$ cat src/hdl/xrr_pkg.sv
`default_nettype none

package xrr_pkg;

  localparam int unsigned WordW = 32;
  localparam int unsigned CntW = $clog2(WordW);

  localparam int unsigned ShiftA = 13;
  localparam int unsigned ShiftB = 17;
  localparam int unsigned ShiftC = 5;

  localparam logic [WordW-1:0] GenResetValue = 32'd1;

  localparam logic ReqDraw = 1'b0;
  localparam logic ReqReseed = 1'b1;

  typedef struct packed {
    logic               req_type;
    logic [WordW-1:0]   seed_value;
    logic signed [WordW-1:0] range_low;
    logic signed [WordW-1:0] range_high;
  } in_word_t;

  typedef struct packed {
    logic signed [WordW-1:0] rand_value;
    logic                    advanced;
  } out_word_t;

  typedef struct packed {
    logic             start;
    logic [WordW-1:0] dividend;
    logic [WordW-1:0] divisor;
  } div_req_t;

  typedef struct packed {
    logic             done;
    logic [WordW-1:0] remainder;
  } div_rsp_t;

  typedef enum logic [1:0] {
    ST_IDLE,
    ST_STEP,
    ST_DIV,
    ST_ADD
  } seq_state_t;

  function automatic logic [WordW-1:0] xorshift_next(input logic [WordW-1:0] x);
    logic [WordW-1:0] a;
    logic [WordW-1:0] b;
    a = x ^ (x << ShiftA);
    b = a ^ (a >> ShiftB);
    return b ^ (b << ShiftC);
  endfunction

endpackage

`default_nettype wire

$ cat src/hdl/xorshift_range_random.sv
`default_nettype none

// channel   dir  ports                              word
// in        in   in_valid, in_ready, in_data        in_word_t
// out       out  out_valid, out_ready, out_data     out_word_t
//
// Reseed and empty-range words finish at acceptance: result valid in the next cycle.
// A draw runs one xorshift step, then the bit-serial remainder unit, then a
// state that sees it done, then an add into the free output register.
// in_ready is high only while the sequencer is idle and the output register is
// empty or draining. rst_n is synchronous; state resets to 1.
module xorshift_range_random
  import xrr_pkg::*;
(
  input  wire logic      clk,
  input  wire logic      rst_n,
  input  wire logic      in_valid,
  output logic           in_ready,
  input  wire in_word_t  in_data,
  output logic           out_valid,
  input  wire logic      out_ready,
  output out_word_t      out_data
);

  seq_state_t       state_r, state_nxt;
  logic [WordW-1:0] gen_r, gen_nxt;
  logic [WordW-1:0] lo_r, lo_nxt;
  logic [WordW-1:0] span_r, span_nxt;
  logic             out_valid_r, out_valid_nxt;
  out_word_t        out_r, out_nxt;

  div_req_t div_req;
  div_rsp_t div_rsp;

  logic out_free;
  logic in_acc;
  logic empty_range;

  xrr_divider u_div (
    .clk   (clk),
    .rst_n (rst_n),
    .req   (div_req),
    .rsp   (div_rsp)
  );

  assign out_free    = !out_valid_r || out_ready;
  assign in_ready    = (state_r == ST_IDLE) && out_free;
  assign in_acc      = in_valid && in_ready;
  assign empty_range = in_data.range_low >= in_data.range_high;

  always_comb begin
    state_nxt = state_r;
    case (state_r)
      ST_IDLE: begin
        if (in_acc && in_data.req_type == ReqDraw && !empty_range) state_nxt = ST_STEP;
      end
      ST_STEP: state_nxt = ST_DIV;
      ST_DIV: begin
        if (div_rsp.done) state_nxt = ST_ADD;
      end
      ST_ADD: begin
        if (!out_valid_r) state_nxt = ST_IDLE;
      end
      default: state_nxt = ST_IDLE;
    endcase
  end

  always_comb begin
    gen_nxt          = gen_r;
    lo_nxt           = lo_r;
    span_nxt         = span_r;
    out_nxt          = out_r;
    out_valid_nxt    = out_valid_r && !out_ready;
    div_req.start    = 1'b0;
    div_req.dividend = xorshift_next(gen_r);
    div_req.divisor  = span_r;
    case (state_r)
      ST_IDLE: begin
        if (in_acc) begin
          lo_nxt   = in_data.range_low;
          span_nxt = in_data.range_high - in_data.range_low;
          if (in_data.req_type == ReqReseed) begin
            if (in_data.seed_value != '0) gen_nxt = in_data.seed_value;
            out_nxt.rand_value = '0;
            out_nxt.advanced   = 1'b0;
            out_valid_nxt      = 1'b1;
          end else if (empty_range) begin
            out_nxt.rand_value = in_data.range_low;
            out_nxt.advanced   = 1'b0;
            out_valid_nxt      = 1'b1;
          end
        end
      end
      ST_STEP: begin
        gen_nxt       = xorshift_next(gen_r);
        div_req.start = 1'b1;
      end
      ST_ADD: begin
        if (!out_valid_r) begin
          out_nxt.rand_value = lo_r + div_rsp.remainder;
          out_nxt.advanced   = 1'b1;
          out_valid_nxt      = 1'b1;
        end
      end
      default: ;
    endcase
  end

  always_ff @(posedge clk) begin
    if (!rst_n) begin
      state_r     <= ST_IDLE;
      gen_r       <= GenResetValue;
      out_valid_r <= 1'b0;
    end else begin
      state_r     <= state_nxt;
      gen_r       <= gen_nxt;
      out_valid_r <= out_valid_nxt;
    end
    lo_r   <= lo_nxt;
    span_r <= span_nxt;
    out_r  <= out_nxt;
  end

  assign out_valid = out_valid_r;
  assign out_data  = out_r;

endmodule

`default_nettype wire

$ cat src/hdl/xrr_divider.sv
`default_nettype none

// restoring remainder, one dividend bit per cycle
module xrr_divider
  import xrr_pkg::*;
(
  input  wire logic     clk,
  input  wire logic     rst_n,
  input  wire div_req_t req,
  output div_rsp_t      rsp
);

  logic             busy_r, busy_nxt;
  logic             done_r, done_nxt;
  logic [CntW-1:0]  count_r, count_nxt;
  logic [WordW-1:0] rem_r, rem_nxt;
  logic [WordW-1:0] dvd_r, dvd_nxt;
  logic [WordW-1:0] dvs_r, dvs_nxt;

  logic [WordW:0]   shifted;
  logic [WordW:0]   diff;
  logic [WordW-1:0] rem_step;

  always_comb begin
    shifted  = {rem_r, dvd_r[WordW-1]};
    diff     = shifted - {1'b0, dvs_r};
    rem_step = diff[WordW] ? shifted[WordW-1:0] : diff[WordW-1:0];
  end

  always_comb begin
    busy_nxt  = busy_r;
    done_nxt  = 1'b0;
    count_nxt = count_r;
    rem_nxt   = rem_r;
    dvd_nxt   = dvd_r;
    dvs_nxt   = dvs_r;
    if (req.start) begin
      busy_nxt  = 1'b1;
      count_nxt = '0;
      rem_nxt   = '0;
      dvd_nxt   = req.dividend;
      dvs_nxt   = req.divisor;
    end else if (busy_r) begin
      rem_nxt   = rem_step;
      dvd_nxt   = {dvd_r[WordW-2:0], 1'b0};
      count_nxt = count_r + 1'b1;
      if (count_r == CntW'(WordW - 1)) begin
        busy_nxt = 1'b0;
        done_nxt = 1'b1;
      end
    end
  end

  always_ff @(posedge clk) begin
    if (!rst_n) begin
      busy_r  <= 1'b0;
      done_r  <= 1'b0;
      count_r <= '0;
    end else begin
      busy_r  <= busy_nxt;
      done_r  <= done_nxt;
      count_r <= count_nxt;
    end
    rem_r <= rem_nxt;
    dvd_r <= dvd_nxt;
    dvs_r <= dvs_nxt;
  end

  assign rsp.done      = done_r;
  assign rsp.remainder = rem_r;

endmodule

`default_nettype wire

$ cat config.mk
export PLATFORM = sky130hd
export DESIGN_NAME = xorshift_range_random
export DESIGN_NICKNAME = d
export VERILOG_FILES = /design/src/hdl/xrr_pkg.sv /design/src/hdl/xorshift_range_random.sv /design/src/hdl/xrr_divider.sv
export SDC_FILE = /design/constraint.sdc
export NUM_CORES = 1
export LEC_CHECK = 0
export BUFFER_PORTS_ARGS = -buffer_cell sky130_fd_sc_hd__buf_2
export CAP_MARGIN = 20
export CORE_UTILIZATION = 39
export CTS_BUF_LIST = sky130_fd_sc_hd__clkbuf_8
export DETAILED_ROUTE_END_ITERATION = 12
export SYNTH_ARGS = -nofsm -noshare
export SYNTH_HDL_FRONTEND = slang
export SYNTH_HIERARCHICAL = 1
export SYNTH_SLANG_ARGS = --single-unit
$ cat constraint.sdc
create_clock -name clk -period 5.6 [get_ports clk]
set_clock_uncertainty 0.05 [all_clocks]
set_input_delay 0.56 -clock clk [delete_from_list [all_inputs] [get_ports clk]]
set_output_delay 0.56 -clock clk [all_outputs]
set_load 0.005 [all_outputs]
==> qor.yml, run 1 <==
status:
  status: "finished, final reports clean"
clock_tree:
  cts_buffers: 40
  hold_buffers: 0
  htree_levels: 2
  cts_tree: "built"
  clock_latency_ps: 570
  clk_pin_slew_ps: 50
  post_cts_resized: 0
  clock_sinks: 235
  cts-root-buf: "clkbuf_8"
  clockBufferDepth: 3
  post_cts_buffers: 0
logic_synthesis:
  ys.warnings.count: 6
  synth_seq_cells: 235
  synth.net_count: 1775
  synth.distinct_cells: 83
  synth_ff_type: "edfxtp_1"
  synth_area_per_cell_sq_um: 9.71
  syn_area_sq_um: 15200
  synth_seq_area_share: 0.414
  synth_edf_count: 161
  synthCells: 1570
  synthArstFlopShare: 0
power_and_ir_drop:
  power_density_nw_per_um2: 547
  fin_total_pwr_mw: 9.35
  ir_drop_mv: 0.274
  leakage_nw: 7.04
die:
  fp-row-count: 72
  io_pins: 136
  die_area_sq_um: 39900
  start_util: 0.395
  coreArea_sq_um: 38600
  die_h_microns: 200
  die_w_microns: 200
min_path:
  holdPathStages: 1
  hold_path.class: "in -> reg"
  hold_start: "in_data[35]"
  hold_path_end: "lo_r[3]$_DFFE_PP_"
critical_path:
  reg2reg_from: "u_div/dvd_r[31]$_DFFE_PP_"
  worst_ep_required_time_ps: 5740
  cp.arrival_ps: 3690
  r2r_slack_ps: 2060
  critPathMaxFanout: 24
  startpoint: "in_data[43]"
  r2r-end: "u_div/rem_r[16]$_SDFFE_PP0P_"
  worstSetupPathType: "in -> reg"
  critPathCaptureType: "register"
  reg2regPathDepth: 12
  startpoint_type: "input port"
global_route:
  grt.overflow.total: 0
  grt_max_degree: 67
  grt_pass1_wl_mm: 65.4
  grt_pass1_vias: 11558
  track_usage: 0.215
  antenna_found_initial: 1
timing:
  post-route-period-util: 0.634
  setup_tns_ps: 0
  max_freq_mhz: 282
  hold_viol: 0
  hold_ws_ps: 141
  slew_viol_final: 0
  rsz0062_at_grt: "no"
  setup_violations: 0
  worst_pin_slew_ps: 885
  layout_min_cycle_time_ps: 3550
  relSlewSlack: 0.410
final_layout:
  drive_above_1_share: 0.159
  layout.nets: 1889
  instances_no_fill: 2235
  syn2layout_area_growth_pct: 12.2
  fin_util: 0.444
route:
  vias: 12273
  drt-pass1-iter-count: 5
  ant_nets: 0
  wirelength_mm: 42.9
  drt_iter0_drc: 1239
  vias_per_cell: 5.49
  drc: 0
  post_drt_wl_per_cell_microns: 19.2
job:
  maxCapViolations: 0
placed_design:
  dpl.hpwl_mm: 32.6
  place_congestion: 0.919
  place_inst: 2160
  portBuffers: 135
[metrics by stage]
step | setup slack [ps] | instance area (sq um)
detailed placement | 1530 | 16300
CTS | 2050 | 17100
global placement | 1630 | 16300
finish | 2050 | 17100
global route | 1850 | 17100
floorplan | 750 | 15200
[where the power goes]
group	internal [mW]	total (mW)	switching (mW)
combinational	1.98	4.85	2.87
sequential	2.60	3.02	0.420
clock	0.764	1.48	0.721
total	5.34	9.35	4.01
[layout by cell type, fill, tap and decap left out, types with 11 or more instances in the layout]
| master | n |
|---|---|
| nand3_1 | 33 |
| a311oi_1 | 12 |
| o21ai_0 | 71 |
| or2_2 | 18 |
| edfxtp_1 | 161 |
| dfxtp_1 | 73 |
| clkbuf_8 | 43 |
| nand2b_1 | 15 |
| nand2_1 | 116 |
| o21a_1 | 21 |
| ha_1 | 100 |
| a21oi_1 | 111 |
| nor4_1 | 11 |
| mux2i_1 | 50 |
| o21bai_1 | 11 |
| xnor2_1 | 99 |
| nor3_1 | 15 |
| inv_1 | 119 |
| a211oi_1 | 29 |
| nand4_1 | 26 |
| and3_1 | 11 |
| buf_2 | 135 |
| mux2_2 | 31 |
| and2_1 | 16 |
| nor2_1 | 114 |
| a21o_1 | 57 |
| a31oi_1 | 22 |
| xor2_1 | 41 |
[cells in the mapped netlist, types with 17 or more instances]
library cell	count	share of area
nor2_1	115	0.028
edfxtp_1	161	0.32
a31oi_1	22	0.0090
and2_1	17	0.0070
a21oi_1	112	0.037
xnor2_1	99	0.057
xor2_1	41	0.024
mux2i_1	50	0.033
ha_1	101	0.083
o21a_1	21	0.010
mux2_2	31	0.023
inv_1	105	0.026
nand4_1	26	0.011
clkbuf_1	53	0.013
a21o_1	57	0.028
o21ai_0	71	0.023
dfxtp_1	74	0.097
nand3_1	33	0.011
or2_2	18	0.0074
nand2_1	116	0.029
a211oi_1	29	0.014
[layer usage]
metal | track usage | routed length [microns] | vias to the layer above
li1 | - | - | 5962
met1 | 0.319 | 20700 | 5877
met2 | 0.315 | 18500 | 374
met3 | 0.0338 | 2690 | 60
met4 | 0.0687 | 1050 | 0
met5 | 0 | 0 | -
[how the worst max path moves through the flow]
stage,end,cells past startpoint
floorplan,out_data[0]$_SDFFCE_PP1P_,7
global placement,out_data[8]$_DFFE_PP_,12
detailed placement,out_data[6]$_DFFE_PP_,12
CTS,u_div/rem_r[24]$_SDFFE_PP0P_,12
global route,u_div/rem_r[30]$_SDFFE_PP0P_,13
finish,out_data[3]$_DFFE_PP_,12
[sequential cells by signal (all words and copies together), names as in the netlist]
name / count
u_div/dvs_r: 32
u_div/count_r: 5
out_data: 33
u_div/dvd_r: 32
state_r: 2
lo_r: 32
u_div/rem_r: 32
span_r: 32
u_div/busy_r: 1
u_div/done_r: 1
gen_r: 32
out_valid: 1
[critical path: stages]
cell and delay [ps]:
buf_2 120, inv_1 50, ha_1 390, nand2_1 110, or3_1 390, or4_1 580, nor2_1 120, a211oi_1 70
o21ai_0 160, nand2_1 140, a22oi_2 510, buf_4 460
[logic make-up (layout without fill, tap and decap cells)]
logic type,after synthesis,in the layout,share of synthesized area
adder cells (fa/ha/maj),104,104,0.0868
other,0,1,0
XOR/XNOR,140,140,0.0804
buffers and inverters,178,324,0.0479
multiplexers,82,82,0.0566
AO/OA/AOI/OAI,425,425,0.187
AND/OR/NAND/NOR,406,406,0.127
flip-flops,235,235,0.414
[layout make-up]
| cell class | count | area, sq um |
|---|---|---|
| diodes | 1 | 2.50 |
| clock buffers | 43 | 592 |
| clock inverters | 31 | 168 |
| fillers | 3794 | 21500 |
| inverters | 105 | 394 |
| multi-input cells | 1157 | 8230 |
| flip-flops and latches | 235 | 6320 |
| well taps | 518 | 648 |
| repair buffers | 145 | 751 |
No activity file was read; power rests on OpenSTA's default activity.
==> run 2, diff against run 1 <==
Clock period 5.6 ns to 3.67 ns, I/O delays scaled along.
==> qor.yml, run 2 (same netlist as run 1, synthesis figures left out) <==
status:
  status: "finished, final reports clean"  # unchanged
critical_path:
  startpoint: "u_div/rem_r[0]$_SDFFE_PP0P_"  # was in_data[43]
  reg2reg_from: "u_div/rem_r[0]$_SDFFE_PP0P_"  # was u_div/dvd_r[31]$_DFFE_PP_
  r2r_slack_ps: 330  # was 2060 ps
  cp.arrival_ps: 3520  # was 3690 ps
  startpoint_type: "register"  # was input port
  critPathMaxFanout: 5  # was 24
  worst_ep_required_time_ps: 3850  # was 5740 ps
  critPathCaptureType: "register"  # unchanged
  worstSetupPathType: "reg -> reg"  # was in -> reg
clock_tree:
  post_cts_buffers: 0  # unchanged
  htree_levels: 2  # unchanged
  clock_sinks: 235  # unchanged
  cts_tree: "built"  # unchanged
  clock_latency_ps: 580  # was 570 ps
  cts-root-buf: "clkbuf_8"  # unchanged
  clockBufferDepth: 3  # unchanged
  cts_buffers: 40  # unchanged
  clk_pin_slew_ps: 60  # was 50 ps
placed_design:
  portBuffers: 135  # unchanged
  dpl-instance-area_sq_um: 16400  # was 16300 sq um
  dpl.hpwl_mm: 33.4  # was 32.6 mm
  place_congestion: 0.917  # was 0.919
  place_inst: 2165  # was 2160
timing:
  layout_min_cycle_time_ps: 3340
  slew_viol_final: 0  # unchanged
  post-route-period-util: 0.910
  relSlewSlack: 0.387  # was 0.410
  setup_violations: 0  # unchanged
  hold_viol: 0  # unchanged
  setup_tns_ps: 0  # unchanged
  worst_pin_slew_ps: 919  # was 885 ps
  rsz0062_at_grt: "no"  # unchanged
  max_freq_mhz: 300
final_layout:
  fin_util: 0.451  # was 0.444
  layout.nets: 1914  # was 1889
  syn2layout_area_growth_pct: 14.2  # was 12.2%
  drive_above_1_share: 0.159  # about the same
  instances_no_fill: 2258  # was 2235
  final_common_cell: "edfxtp_1"  # unchanged
  largest_reg_flops: 33  # unchanged
  final_cell_mix: "161 x edfxtp_1, 135 x buf_2, 121 x inv_1, 116 x nand2_1, 114 x nor2_1"  # was 161 x edfxtp_1, 135 x buf_2, 119 x inv_1, 116 x nand2_1, 114 x nor2_1
  n_fill_cell: 3771  # was 3794
  diodes: 0  # was 1
  final_area_sq_um: 17400  # was 17100 sq um
die:
  start_util: 0.395  # unchanged
  io_pins: 136  # unchanged
  die_area_sq_um: 39900  # unchanged
  coreArea_sq_um: 38600  # unchanged
  fp-row-count: 72  # unchanged
  die_h_microns: 200  # unchanged
  die_w_microns: 200  # unchanged
global_route:
  track_usage: 0.221  # was 0.215
  grt.overflow.total: 0  # unchanged
  grt_pass1_wl_mm: 67.1  # was 65.4 mm
  grt_max_degree: 99  # was 67
  grt_pass1_vias: 11795  # was 11558
  antenna_found_initial: 0  # was 1
route:
  drt_iter0_drc: 998  # was 1239
  wirelength_mm: 43.9  # was 42.9 mm
  vias: 12374  # was 12273
  drt-pass1-iter-count: 5  # unchanged
  drc: 0  # unchanged
  ant_nets: 0  # unchanged
  post_drt_wl_per_cell_microns: 19.4  # was 19.2 microns
  vias_per_cell: 5.48  # was 5.49
min_path:
  hold_start: "in_data[58]"  # was in_data[35]
  hold_path.class: "in -> reg"  # unchanged
power_and_ir_drop:
  leakage_nw: 7.18  # was 7.04 nW
  ir_drop_mv: 0.392  # was 0.274 mV
  power_density_nw_per_um2: 831  # was 547 nW/um^2
job:
  maxCapViolations: 0  # unchanged
[run 2: routing by layer]
layer,track usage,share of wire,wire (microns),vias to the layer above
li1,-,-,-,5998
met1,0.324,0.48,21000,5979
met2,0.335,0.44,19400,339
met3,0.0331,0.060,2620,58
met4,0.0591,0.019,824,0
met5,0,0,0,-
[run 2: power breakdown]
part	internal, mW	switching [mW]	total [mW]
Combinational	3.07	4.46	7.54
Sequential	3.96	0.617	4.58
Clock	1.24	1.10	2.34
Total	8.27	6.18	14.5
[run 2: through the flow]
stage	worst slack (ps)	hold WS [ps]	power [mW]
3_3_place_gp	431	351	12.0
5_1_grt	146	1.97	15.5
6_report	332	16.9	14.5
3_5_place_dp	370	355	12.0
4_1_cts	349	0.878	14.4
2_1_floorplan	138	350	10.0
[run 2: critical path, cell delays in order (launching register included)]
cell and delay [ps]:
dfxtp_1 470, ha_1 300, inv_1 80, fa_1 410
nor2b_1 170, o31a_1 230, o211ai_1 140, a31oi_1 410
a211oi_1 140, buf_4 180, a21oi_1 150, xnor2_1 130
o21ai_0 130
[run 2: final cells by class]
type,instances,area [sq um],area share
Multi-Input combinational cell,1157,8230,0.473
Clock buffer,47,647,0.0372
Tap cell,518,648,0.0372
Sequential cell,235,6320,0.363
Inverter,105,394,0.0226
Timing Repair Buffer,170,1030,0.0594
Clock inverter,26,134,0.00769
[run 2: repair_timing]
item / CTS / global route
setup endpoints to repair: 0 / 0
hold endpoints to repair: 19 / 1
hold buffers: 19 / 1
gates resized for setup: 0 / 0
[run 2: final timing paths]
path | endpoint | depth (start not counted)
max | out_data[29]$_DFFE_PP_ | 12
min | lo_r[26]$_DFFE_PP_ | 1
max reg2reg | out_data[29]$_DFFE_PP_ | 12
min reg2reg | u_div/dvs_r[20]$_DFFE_PP_ | 0
